[src/design/sfls_pkg.sv]
// Shared parameters, codes and types of the smooth FFT length search.
package sfls_pkg;

   localparam int LENGTH_BITS_DEFAULT = 24;

   typedef enum logic [1:0] {
      MODE_NEXT  = 2'd0,
      MODE_EVEN  = 2'd1,
      MODE_PREV  = 2'd2,
      MODE_CLAMP = 2'd3
   } mode_type;

   localparam logic STATUS_OK        = 1'b0;
   localparam logic STATUS_NO_LENGTH = 1'b1;

   // Per-cycle control from the candidate walker to the best-value tracker.
   typedef struct packed {
      logic valid;   // value carries a smooth candidate this cycle
      logic done;    // last candidate of the sweep
   } walk_ctl_type;

endpackage

[src/design/sfls_walk.sv]
// Candidate walker: steps through 2^a * 3^b * 5^c * 7^d values up to the search limit.
module sfls_walk
   import sfls_pkg::*;
#(
   parameter int LENGTH_BITS = LENGTH_BITS_DEFAULT
) (
   input  logic                     clock,
   input  logic                     reset,
   input  logic                     start,
   input  logic [LENGTH_BITS-1:0]   limit,
   output walk_ctl_type             ctl,
   output logic [LENGTH_BITS+2:0]   value
);

   localparam int W = LENGTH_BITS + 3;

   logic         busy_ff, busy_in;
   logic [W-1:0] v_ff, v_in;
   logic [W-1:0] m_ff, m_in;
   logic [W-1:0] m5_ff, m5_in;
   logic [W-1:0] m7_ff, m7_in;
   logic         first_ff, first_in;
   logic         first_b_ff, first_b_in;
   logic         first_c_ff, first_c_in;
   logic         m_big_ff, m_big_in;
   logic         m5_big_ff, m5_big_in;
   logic         m7_big_ff, m7_big_in;

   logic         big;
   logic         m_big;
   logic         m5_big;
   logic         m7_big;
   logic [W-1:0] lim_w;
   logic [W-1:0] times3;
   logic [W-1:0] times5;
   logic [W-1:0] times7;

   always_comb begin
      lim_w  = W'(limit);
      big    = (v_ff >= lim_w);
      // first value of a chain is its odd part itself
      m_big  = first_ff ? big : m_big_ff;
      m5_big = (first_ff && first_b_ff) ? big : m5_big_ff;
      m7_big = (first_ff && first_b_ff && first_c_ff) ? big : m7_big_ff;
      times3 = (m_ff << 1) + m_ff;
      times5 = (m5_ff << 2) + m5_ff;
      times7 = (m7_ff << 3) - m7_ff;

      busy_in    = busy_ff;
      v_in       = v_ff;
      m_in       = m_ff;
      m5_in      = m5_ff;
      m7_in      = m7_ff;
      first_in   = first_ff;
      first_b_in = first_b_ff;
      first_c_in = first_c_ff;
      m_big_in   = m_big;
      m5_big_in  = m5_big;
      m7_big_in  = m7_big;

      if (start) begin
         busy_in    = 1'b1;
         v_in       = W'(1);
         m_in       = W'(1);
         m5_in      = W'(1);
         m7_in      = W'(1);
         first_in   = 1'b1;
         first_b_in = 1'b1;
         first_c_in = 1'b1;
      end else if (busy_ff) begin
         if (!big) begin
            // double along the chain
            v_in     = v_ff << 1;
            first_in = 1'b0;
         end else if (!m_big) begin
            m_in       = times3;
            v_in       = times3;
            first_in   = 1'b1;
            first_b_in = 1'b0;
            first_c_in = 1'b0;
         end else if (!m5_big) begin
            m5_in      = times5;
            m_in       = times5;
            v_in       = times5;
            first_in   = 1'b1;
            first_b_in = 1'b1;
            first_c_in = 1'b0;
         end else if (!m7_big) begin
            m7_in      = times7;
            m5_in      = times7;
            m_in       = times7;
            v_in       = times7;
            first_in   = 1'b1;
            first_b_in = 1'b1;
            first_c_in = 1'b1;
         end else begin
            busy_in = 1'b0;
         end
      end
   end

   assign ctl.valid = busy_ff;
   assign ctl.done  = busy_ff & big & m_big & m5_big & m7_big;
   assign value     = v_ff;

   always_ff @(posedge clock) begin
      if (reset) begin
         busy_ff <= 1'b0;
      end else begin
         busy_ff <= busy_in;
      end
      v_ff       <= v_in;
      m_ff       <= m_in;
      m5_ff      <= m5_in;
      m7_ff      <= m7_in;
      first_ff   <= first_in;
      first_b_ff <= first_b_in;
      first_c_ff <= first_c_in;
      m_big_ff   <= m_big_in;
      m5_big_ff  <= m5_big_in;
      m7_big_ff  <= m7_big_in;
   end

endmodule

[src/design/sfls_track.sv]
// Best-value tracker: keeps the least candidate at or above the target and the
// greatest candidate below the bound.
module sfls_track
   import sfls_pkg::*;
#(
   parameter int LENGTH_BITS = LENGTH_BITS_DEFAULT
) (
   input  logic                     clock,
   input  logic                     clear,
   input  walk_ctl_type             ctl,
   input  logic [LENGTH_BITS+2:0]   value,
   input  logic [LENGTH_BITS-1:0]   target,
   input  logic [LENGTH_BITS-1:0]   bound,
   output logic [LENGTH_BITS+2:0]   best_next,
   output logic [LENGTH_BITS+2:0]   best_prev
);

   localparam int W = LENGTH_BITS + 3;

   logic [W-1:0] next_ff, next_in;
   logic [W-1:0] prev_ff, prev_in;

   always_comb begin
      next_in = next_ff;
      prev_in = prev_ff;
      if (clear) begin
         next_in = '1;
         prev_in = '0;
      end else if (ctl.valid) begin
         if ((value >= W'(target)) && (value < next_ff)) begin
            next_in = value;
         end
         if ((value < W'(bound)) && (value > prev_ff)) begin
            prev_in = value;
         end
      end
   end

   assign best_next = next_ff;
   assign best_prev = prev_ff;

   always_ff @(posedge clock) begin
      next_ff <= next_in;
      prev_ff <= prev_in;
   end

endmodule

[src/design/smooth_fft_length_search.sv]
// Candidates are the 7-smooth values below the search limit (the count, half of it in
// the even mode, at least the cap in the clamped mode) plus one per odd part
// 3^b*5^c*7^d reached. A new item is taken only once the previous search has
// finished; the result load waits while the previous result is not taken.
// Reset: synchronous, active high; cap returns to all ones.
module smooth_fft_length_search
   import sfls_pkg::*;
#(
   parameter int LENGTH_BITS = LENGTH_BITS_DEFAULT
) (
   input  logic                                   clock,
   input  logic                                   reset,
   input  logic                                   req_tvalid,
   output logic                                   req_tready,
   input  logic [((LENGTH_BITS+7)/8)*8-1:0]       req_tdata,  // requested_length
   input  logic [1:0]                             req_tuser,  // mode
   output logic                                   rsp_tvalid,
   input  logic                                   rsp_tready,
   output logic [((LENGTH_BITS+8)/8)*8-1:0]       rsp_tdata,  // length
   output logic [1:0]                             rsp_tuser,  // status, clamped
   input  logic                                   csr_valid,
   output logic                                   csr_ready,
   input  logic [LENGTH_BITS-1:0]                 csr_data
);

   localparam int L     = LENGTH_BITS;
   localparam int W     = LENGTH_BITS + 3;
   localparam int RSP_W = ((LENGTH_BITS + 8) / 8) * 8;

   typedef enum logic [1:0] {
      ST_IDLE,
      ST_RUN,
      ST_DONE
   } state_type;

   state_type    state_ff, state_in;
   mode_type     mode_ff, mode_in;
   logic [L-1:0] target_ff, target_in;
   logic [L-1:0] bound_ff, bound_in;
   logic [L-1:0] limit_ff, limit_in;
   logic [L-1:0] length_cap_ff, length_cap_in;
   logic         rsp_valid_ff, rsp_valid_in;
   logic [L:0]   rsp_len_ff, rsp_len_in;
   logic         rsp_status_ff, rsp_status_in;
   logic         rsp_clamped_ff, rsp_clamped_in;

   logic         req_take;
   logic         start;
   mode_type     req_mode;
   logic [L-1:0] req_len;
   logic [L-1:0] len1;
   logic [L:0]   len1_inc;
   logic [L-1:0] half;
   logic [L-1:0] t_new;
   logic [L-1:0] b_new;
   logic [L:0]   nxt;
   logic [L:0]   prv;
   logic         prv_fail;

   walk_ctl_type walk_ctl;
   logic [W-1:0] walk_value;
   logic [W-1:0] best_next;
   logic [W-1:0] best_prev;

   assign req_tready = (state_ff == ST_IDLE);
   assign csr_ready  = 1'b1;
   assign req_take   = req_tvalid & req_tready;
   assign start      = req_take;

   always_comb begin
      req_mode = mode_type'(req_tuser);
      req_len  = req_tdata[L-1:0];
      len1     = (req_len == '0) ? L'(1) : req_len;
      len1_inc = {1'b0, len1} + (L+1)'(1);
      half     = len1_inc[L:1];
      nxt      = best_next[L:0];
      prv      = best_prev[L:0];
      prv_fail = (best_prev == '0);

      unique case (req_mode)
         MODE_NEXT: begin
            t_new = len1;
            b_new = '0;
         end
         MODE_EVEN: begin
            // even smooth = 2 * smooth at or above half the count
            t_new = half;
            b_new = '0;
         end
         MODE_PREV: begin
            t_new = '0;
            b_new = req_len;
         end
         MODE_CLAMP: begin
            t_new = len1;
            b_new = length_cap_ff;
         end
         default: begin
            t_new = len1;
            b_new = '0;
         end
      endcase

      state_in       = state_ff;
      mode_in        = mode_ff;
      target_in      = target_ff;
      bound_in       = bound_ff;
      limit_in       = limit_ff;
      length_cap_in  = length_cap_ff;
      rsp_valid_in   = rsp_valid_ff;
      rsp_len_in     = rsp_len_ff;
      rsp_status_in  = rsp_status_ff;
      rsp_clamped_in = rsp_clamped_ff;

      if (csr_valid) begin
         length_cap_in = csr_data;
      end

      if (rsp_valid_ff && rsp_tready) begin
         rsp_valid_in = 1'b0;
      end

      unique case (state_ff)
         ST_IDLE: begin
            if (req_take) begin
               mode_in   = req_mode;
               target_in = t_new;
               bound_in  = b_new;
               limit_in  = (t_new > b_new) ? t_new : b_new;
               state_in  = ST_RUN;
            end
         end
         ST_RUN: begin
            if (walk_ctl.done) begin
               state_in = ST_DONE;
            end
         end
         ST_DONE: begin
            // hold until the output slot is free
            if (!rsp_valid_ff || rsp_tready) begin
               rsp_valid_in   = 1'b1;
               rsp_status_in  = STATUS_OK;
               rsp_clamped_in = 1'b0;
               unique case (mode_ff)
                  MODE_NEXT: begin
                     rsp_len_in = nxt;
                  end
                  MODE_EVEN: begin
                     rsp_len_in = {nxt[L-1:0], 1'b0};
                  end
                  MODE_PREV: begin
                     rsp_len_in    = prv;
                     rsp_status_in = prv_fail ? STATUS_NO_LENGTH : STATUS_OK;
                  end
                  MODE_CLAMP: begin
                     if (nxt > {1'b0, length_cap_ff}) begin
                        rsp_len_in     = prv;
                        rsp_status_in  = prv_fail ? STATUS_NO_LENGTH : STATUS_OK;
                        rsp_clamped_in = !prv_fail;
                     end else begin
                        rsp_len_in = nxt;
                     end
                  end
                  default: begin
                     rsp_len_in = nxt;
                  end
               endcase
               state_in = ST_IDLE;
            end
         end
         default: begin
            state_in = ST_IDLE;
         end
      endcase
   end

   always_ff @(posedge clock) begin
      if (reset) begin
         state_ff      <= ST_IDLE;
         rsp_valid_ff  <= 1'b0;
         length_cap_ff <= '1;
      end else begin
         state_ff      <= state_in;
         rsp_valid_ff  <= rsp_valid_in;
         length_cap_ff <= length_cap_in;
      end
      mode_ff        <= mode_in;
      target_ff      <= target_in;
      bound_ff       <= bound_in;
      limit_ff       <= limit_in;
      rsp_len_ff     <= rsp_len_in;
      rsp_status_ff  <= rsp_status_in;
      rsp_clamped_ff <= rsp_clamped_in;
   end

   sfls_walk #(
      .LENGTH_BITS(LENGTH_BITS)
   ) u_walk (
      .clock (clock),
      .reset (reset),
      .start (start),
      .limit (limit_in),
      .ctl   (walk_ctl),
      .value (walk_value)
   );

   sfls_track #(
      .LENGTH_BITS(LENGTH_BITS)
   ) u_track (
      .clock     (clock),
      .clear     (start),
      .ctl       (walk_ctl),
      .value     (walk_value),
      .target    (target_ff),
      .bound     (bound_ff),
      .best_next (best_next),
      .best_prev (best_prev)
   );

   assign rsp_tvalid = rsp_valid_ff;
   assign rsp_tdata  = RSP_W'(rsp_len_ff);
   assign rsp_tuser  = {rsp_clamped_ff, rsp_status_ff};

   // A failed search always reports length zero.
   assert property (@(posedge clock) disable iff (reset)
      (rsp_valid_ff && (rsp_status_ff == STATUS_NO_LENGTH)) |-> (rsp_len_ff == '0))
      else $error("failed search with nonzero length");

   // A clamped result lies strictly below the configured cap.
   assert property (@(posedge clock) disable iff (reset)
      (rsp_valid_ff && rsp_clamped_ff) |-> (rsp_len_ff < {1'b0, length_cap_ff}))
      else $error("clamped length not below the cap");

   // The walker only produces candidates while a search runs.
   assert property (@(posedge clock) disable iff (reset)
      walk_ctl.valid |-> (state_ff == ST_RUN))
      else $error("walker active outside a search");

   // An accepted item starts a search on the next cycle.
   assert property (@(posedge clock) disable iff (reset)
      req_take |=> (state_ff == ST_RUN) && walk_ctl.valid)
      else $error("search did not start after accept");

endmodule

[config.mk]
export PLATFORM = sky130hd
export DESIGN_NAME = smooth_fft_length_search
export DESIGN_NICKNAME = d
export VERILOG_FILES = /design/src/design/sfls_pkg.sv /design/src/design/sfls_walk.sv /design/src/design/sfls_track.sv /design/src/design/smooth_fft_length_search.sv
export SDC_FILE = /design/constraint.sdc
export NUM_CORES = 1
export LEC_CHECK = 0
export ABC_AREA = 1
export BUFFER_PORTS_ARGS = -buffer_cell sky130_fd_sc_hd__buf_2
export CAP_MARGIN = 20
export CORE_AREA = 5 5 209 211
export DETAILED_ROUTE_END_ITERATION = 8
export DIE_AREA = 0 0 214 216
export GPL_ROUTABILITY_DRIVEN = 0
export PLACE_DENSITY_LB_ADDON = 0.08
export SYNTH_ARGS = -nofsm -noshare
export SYNTH_HDL_FRONTEND = slang
export SYNTH_SLANG_ARGS = --single-unit
[constraint.sdc]
create_clock -name clock -period 11.7 [get_ports clock]
set_input_delay 1.17 -clock clock [delete_from_list [all_inputs] [get_ports clock]]
set_output_delay 1.17 -clock clock [all_outputs]
set_load 0.01 [all_outputs]
==> flow_metrics.env, run 1 <==
export IMPL_status="finished, final reports clean"
export IMPL_postCtsSetupBuffers=0
export IMPL_finalHoldViolCount=0
export IMPL_final_area_sq_um=24400
export IMPL_fp_dieArea_sq_um=46200
export IMPL_drc=0
export IMPL_grtUsageTotal_pct=30.3
export IMPL_fin_skew_ps=15.8
export IMPL_htreeDepth=2
export IMPL_cp_end_kind="flip-flop"
export IMPL_ctsHoldBuffers=0
export IMPL_ir_worst_vdd_mv=0.118
export IMPL_p_leak_uw=0.0126
export IMPL_holdCritStartpoint="limit_ff[20]"
export IMPL_crit_required_ps=12080
export IMPL_antenna_cells=0
export IMPL_synth_cells=3332
export IMPL_rows=75
export IMPL_drtAntennaViolNets=0
export IMPL_rsz0062_at_grt="no"
export IMPL_clockBufferDepth=3
export IMPL_synth_largest_area_cell="dfxtp_1"
export IMPL_fillers=3958
export IMPL_slowest_stage="nand2_1"
export IMPL_r2r_end="u_walk.m_ff[0]"
export IMPL_syn_to_final_growth_pct=8.10
export IMPL_seq_area_frac_synth_pct=29.7
export IMPL_antenna_found_initial=0
export IMPL_cts_tree="built"
export IMPL_setup_worst_path_start_class="primary input"
export IMPL_synth_area_sq_um=22600
export IMPL_finalNonFillerCells=3932
export IMPL_synthArstFlopShare_pct=0
export IMPL_final_max_slew_viol_count=0
export IMPL_fp_dieH_microns=216
export IMPL_crit_fanout=51
export IMPL_cts_root_buf="clkbuf_16"
export IMPL_setup_viol=0
export IMPL_max_slew_worst_pin_slew_ps=1130
export IMPL_min_period_over_period_pct=80.8
export IMPL_drive_gt1_share_pct=6.54
export IMPL_critPathLaunch="req_tdata[20]"
export IMPL_critical_path_class="in2reg"
export IMPL_wl_per_cell_microns=18.3
export IMPL_slowest_delay_ps=870
export IMPL_clock_latency_ps=550
export IMPL_postCtsResizedCells=0
export IMPL_clkSlewWorstSetupHoldPaths_ps=60
export IMPL_worstHoldEndpoint="limit_ff[20]"
export IMPL_grt_pass1_wl_microns=114000
export IMPL_hold_class="reg2reg"
export IMPL_grt_pass1_vias=20987
export IMPL_core_sq_um=41600
export IMPL_whs_path_depth=2
export IMPL_hpwl_microns=55100
export IMPL_io_pins=92
export IMPL_wl_microns=72000
export IMPL_die_w_microns=214
export IMPL_numCtsBuffers=36
export IMPL_cts_sinks=296
export IMPL_period_needed_ps=9450
export IMPL_relSlewSlack_pct=24.4
export IMPL_worstReg2RegStart="length_cap_ff[23]"
export IMPL_cap_violations=0
export IMPL_first_pass_iters=6
export IMPL_vias_per_cell=5.69
export IMPL_grt_remaining_overflow=0
export IMPL_r2r_cells=31
export IMPL_ys_types=51
export IMPL_crit_arrival_ps=9830
export IMPL_drtIter0Drc=2523
export IMPL_synth_edf_count=77
export IMPL_setup_tns_ps=0
export IMPL_p_per_area_nw_per_um2=167
export IMPL_placed_area_sq_um=23300
export IMPL_dp_cells=3867
export IMPL_syn_avg_cell_area_sq_um=6.77
export IMPL_grt_max_degree=108
export IMPL_crit_top_cell="nand2_1"
export IMPL_vias=22390
export IMPL_synthTopCellsByArea="dfxtp_1 (19%), nand2_1 (15%), ha_1 (14%), edfxtp_1 (10%), nand3_1 (7.5%)"
export IMPL_fmax_mhz=106
export IMPL_yosys_warnings=0
export IMPL_ys_ff_latch=296
export IMPL_yosysTopAreaCellShare_pct=19.4
export IMPL_regToRegSetupSlack_ps=4370
export IMPL_synth_flop_cell="dfxtp_1"
export IMPL_io_buffers=83
export IMPL_nets=3671
export IMPL_start_util_pct=54.3
==> per-layer routing <==
| layer | GRT usage [%] | vias to the layer above | share of wire [%] |
|---|---|---|---|
| li1 | - | 11086 | - |
| met1 | 39.0 | 10223 | 41 |
| met2 | 50.2 | 902 | 46 |
| met3 | 5.14 | 179 | 7.9 |
| met4 | 13.5 | 0 | 5.0 |
| met5 | 0 | - | 0 |
==> worst max-delay path by stage <==
| stage | to | slack [ps] | depth (start not counted) |
|---|---|---|---|
| 2_1_floorplan | u_walk.m5_ff[0] | 5650 | 41 |
| 3_3_place_gp | u_walk.m_ff[0] | 2250 | 40 |
| 3_5_place_dp | u_walk.m_ff[0] | 1950 | 40 |
| 4_1_cts | u_walk.m_ff[0] | 2520 | 40 |
| 5_1_grt | u_walk.value[0] | 1330 | 40 |
| 6_report | u_walk.m_ff[0] | 2250 | 40 |
==> report_power, final <==
| group | internal [uW] | switching, uW |
|---|---|---|
| clock | 624 | 454 |
| combinational | 517 | 1100 |
| sequential | 1210 | 164 |
==> metrics by stage <==
step	hold WS, ps	utilization [%]	total power (uW)	setup slack (ps)
floorplan	419	-	2500	5650
global placement	435	56.0	2940	2250
detailed placement	439	56.0	2980	1950
CTS	454	58.7	4060	2520
global route	462	58.7	4360	1330
finish	454	58.7	4070	2250
==> critical path: cells and delay by family <==
kind | cells | cell delay, ps
simple gates | 31 | 6690
compound gates | 1 | 240
fa+ha+maj | 3 | 810
buf+inv | 5 | 870
==> synthesized netlist by cell type, types with 2 or more instances <==
cell type,n
o21a_1,23
o21bai_1,11
and2_1,2
nor4_1,12
o21ai_0,166
edfxtp_1,77
clkbuf_1,48
clkinv_1,3
nand2_4,4
a21o_1,7
a21oi_2,3
inv_1,448
nand2_1,905
nor2_1,246
a21boi_0,7
buf_1,7
buf_6,6
or2_2,17
buf_4,13
buf_2,35
xor2_1,33
ha_1,247
a22oi_1,4
nor2_4,3
o2111ai_1,4
o22ai_1,46
nand2_2,9
inv_2,5
fa_1,2
a211oi_1,5
nor2_2,2
o211ai_1,5
nand3_1,340
nor3_1,37
a31oi_1,2
xnor2_1,16
a21oi_1,193
nor4b_1,3
nand3b_1,8
dfxtp_1,219
nand4_1,75
nand3_2,21
o21ai_1,4
conb_1,2
==> flip-flops by register name, indices dropped and copies added (netlist names), 2 cells and up <==
register / flops
bound_ff: 24
u_track.best_prev: 27
u_track.best_next: 27
rsp_len_ff: 25
limit_ff: 24
mode_ff: 2
state_ff: 2
length_cap_ff: 24
target_ff: 24
u_walk.m5_ff: 27
u_walk.value: 27
u_walk.m7_ff: 26
u_walk.m_ff: 27
==> cell type report <==
| type | count | area, sq um | share of cell area [%] |
|---|---|---|---|
| Clock inverter | 13 | 63.8 | 0.262 |
| Sequential cell | 296 | 6700 | 27.4 |
| Inverter | 456 | 1710 | 7.02 |
| Timing Repair Buffer | 100 | 551 | 2.26 |
| Clock buffer | 51 | 1050 | 4.30 |
| Multi-Input combinational cell | 2477 | 13600 | 55.9 |
| Tap cell | 539 | 674 | 2.76 |
==> kinds of logic after synthesis <==
kind of cell               synth area share, %
DFF                                       29.7
and+or+nand+nor                           32.6
buffers and inverters                     10.0
AOI/OAI and AO/OA                         11.9
other                                   0.0333
adders and majority gates                 13.9
xor gates and xnor gates                  1.90
==> placed cells by master (no fill, tap or decap), types with 9 or more instances in the layout <==
master and n:
o21bai_1 11, nand3_2 21, xnor2_1 16, nand2_2 9
nor2_1 244, nand2_1 904, nand3_1 340, inv_1 448
xor2_1 33, nor3_1 37, or2_2 17, buf_4 16
edfxtp_1 77, o21a_1 23, dfxtp_1 219, a21oi_1 193
o21ai_0 166, clkbuf_16 38, buf_2 83, nand4_1 75
o22ai_1 46, nor4_1 12, ha_1 247
No activity file was read; power rests on OpenSTA's default activity.
==> run 2: changes to the inputs <==
==> constraint.sdc (replaced) <==
create_clock -name clock -period 8.7 [get_ports clock]
set_input_delay 0.87 -clock clock [delete_from_list [all_inputs] [get_ports clock]]
set_output_delay 0.87 -clock clock [all_outputs]
set_load 0.01 [all_outputs]
==> run 2 against run 1 <==
  * Routed wire length up 1.1%
  * Via count up 1.3%
  * Largest power group unchanged
  * Critical endpoint is now u_walk.m7_ff[16]
  * Clock power up 42%
  * Critical path depth down 3
  * Largest cell class unchanged
  * Combinational power up 34%
  * Clock-buffer cell count unchanged
==> flow_metrics.env, run 2 (synthesis results as in run 1) <==
export IMPL_status="finished, final reports clean"
export IMPL_finalNonFillerCells=3941
export IMPL_hpwl_microns=55700
export IMPL_grt_max_degree=80
export IMPL_antenna_found_initial=0
export IMPL_min_period_over_period_pct=91.4
export IMPL_slowest_stage="nand3_1"
export IMPL_dp_cells=3874
export IMPL_grtUsageTotal_pct=30.5
export IMPL_drtAntennaViolNets=0
export IMPL_cts_root_buf="clkbuf_16"
export IMPL_p_per_area_nw_per_um2=226
export IMPL_rows=75
export IMPL_postCtsSetupBuffers=0
export IMPL_grt_remaining_overflow=0
export IMPL_slowest_delay_ps=690
export IMPL_crit_arrival_ps=8400
export IMPL_hold_class="reg2reg"
export IMPL_fmax_mhz=126
export IMPL_p_leak_uw=0.0127
export IMPL_crit_fanout=26
export IMPL_final_max_slew_viol_count=0
export IMPL_cts_tree="built"
export IMPL_io_pins=92
export IMPL_numCtsBuffers=36
export IMPL_crit_buf_inv=5
export IMPL_setup_worst_path_start_class="primary input"
export IMPL_crit_required_ps=9150
export IMPL_relSlewSlack_pct=30.1
export IMPL_setup_tns_ps=0
export IMPL_grt_pass1_wl_microns=115000
export IMPL_fin_ws_ps=751
export IMPL_fin_skew_ps=21.1
export IMPL_wl_microns=72800
export IMPL_start_util_pct=54.3
export IMPL_htreeDepth=2
export IMPL_vias_per_cell=5.75
export IMPL_grt_pass1_vias=21448
export IMPL_wl_per_cell_microns=18.5
export IMPL_layout_common_cells="nand2_1 (904), inv_1 (448), nand3_1 (340), ha_1 (247), nor2_1 (244)"
export IMPL_clkSlewWorstSetupHoldPaths_ps=60
export IMPL_ctsHoldBuffers=0
export IMPL_fp_dieArea_sq_um=46200
export IMPL_cap_violations=0
export IMPL_die_w_microns=214
export IMPL_ir_worst_vdd_mv=0.166
export IMPL_core_sq_um=41600
export IMPL_max_slew_worst_pin_slew_ps=1050
export IMPL_crit_top_cell="nand2_1"
export IMPL_critical_path_class="in2reg"
export IMPL_drtIter0Drc=2301
export IMPL_clock_latency_ps=560
export IMPL_setup_viol=0
export IMPL_cp_depth=37
export IMPL_fp_dieH_microns=216
export IMPL_period_needed_ps=7950
export IMPL_io_buffers=83
export IMPL_r2r_cells=28
export IMPL_p_total_uw=5560
export IMPL_clockBufferDepth=3
export IMPL_crit_family="simple AND/OR/NAND/NOR gates"
export IMPL_rsz0062_at_grt="no"
export IMPL_nets=3679
export IMPL_drc=0
export IMPL_first_pass_iters=6
export IMPL_final_common_cell="nand2_1"
export IMPL_finalHoldViolCount=0
export IMPL_whs_path_depth=2
export IMPL_fillers=3951
export IMPL_postCtsResizedCells=0
export IMPL_cts_sinks=296
export IMPL_antenna_cells=0
export IMPL_drive_gt1_share_pct=6.91
export IMPL_place_ws_ps=455
export IMPL_cp_end_kind="flip-flop"
export IMPL_vias=22671
export IMPL_syn_to_final_growth_pct=8.84
[run 2: cell count changes in the layout (fill, tap and decap cells not counted), sizes merged]
cell and change:
bufinv +1, buf +8
[run 2: where the power goes]
part           internal (uW)  switching, uW  leakage (uW)
clock network            905            629      0.000588
registers               1630            229       0.00252
logic                    703           1470       0.00955
total                   3240           2330        0.0127
[run 2: path summary, 6_finish.rpt]
| path | to | slack, ps | from |
|---|---|---|---|
| worst min register to register | limit_ff[15] | 450 | limit_ff[15] |
| worst max-delay path | u_walk.m7_ff[16] | 750 | req_tdata[20] |
| worst max register to register | u_walk.m7_ff[16] | 2510 | length_cap_ff[23] |
| worst min-delay path | limit_ff[15] | 450 | limit_ff[15] |
[run 2: routing by layer]
| layer | track usage (%) | vias up | share of wire [%] |
|---|---|---|---|
| met4 | 15.4 | 0 | 6.0 |
| met3 | 4.68 | 253 | 7.5 |
| li1 | - | 11097 | - |
| met5 | 0 | - | 0 |
| met1 | 38.4 | 10366 | 41 |
| met2 | 51.3 | 955 | 46 |
[run 2: tightest hold or removal path, delay by kind of cell, from the launching register on]
| kind | cells | cell delay, ps |
|---|---|---|
| and+or+nand+nor | 2 | 120 |
| DFF | 1 | 300 |
[run 2: layout make-up]
cell class	instances	area [sq um]	share of cell area, %
Multi-Input combinational cell	2477	13600	55.6
Clock inverter	14	116	0.474
Clock buffer	51	1080	4.42
Timing Repair Buffer	108	631	2.57
Tap cell	539	674	2.75
Inverter	456	1710	6.97
Sequential cell	296	6700	27.3
[run 2: through the flow]
stage,util (%),hold slack [ps],cell area [sq um]
final,59.1,451,24600
after global routing,59.1,478,24600
after CTS,59.0,454,24500
after detailed placement,56.1,439,23300
after global placement,56.1,430,23300
after floorplan,-,419,22600
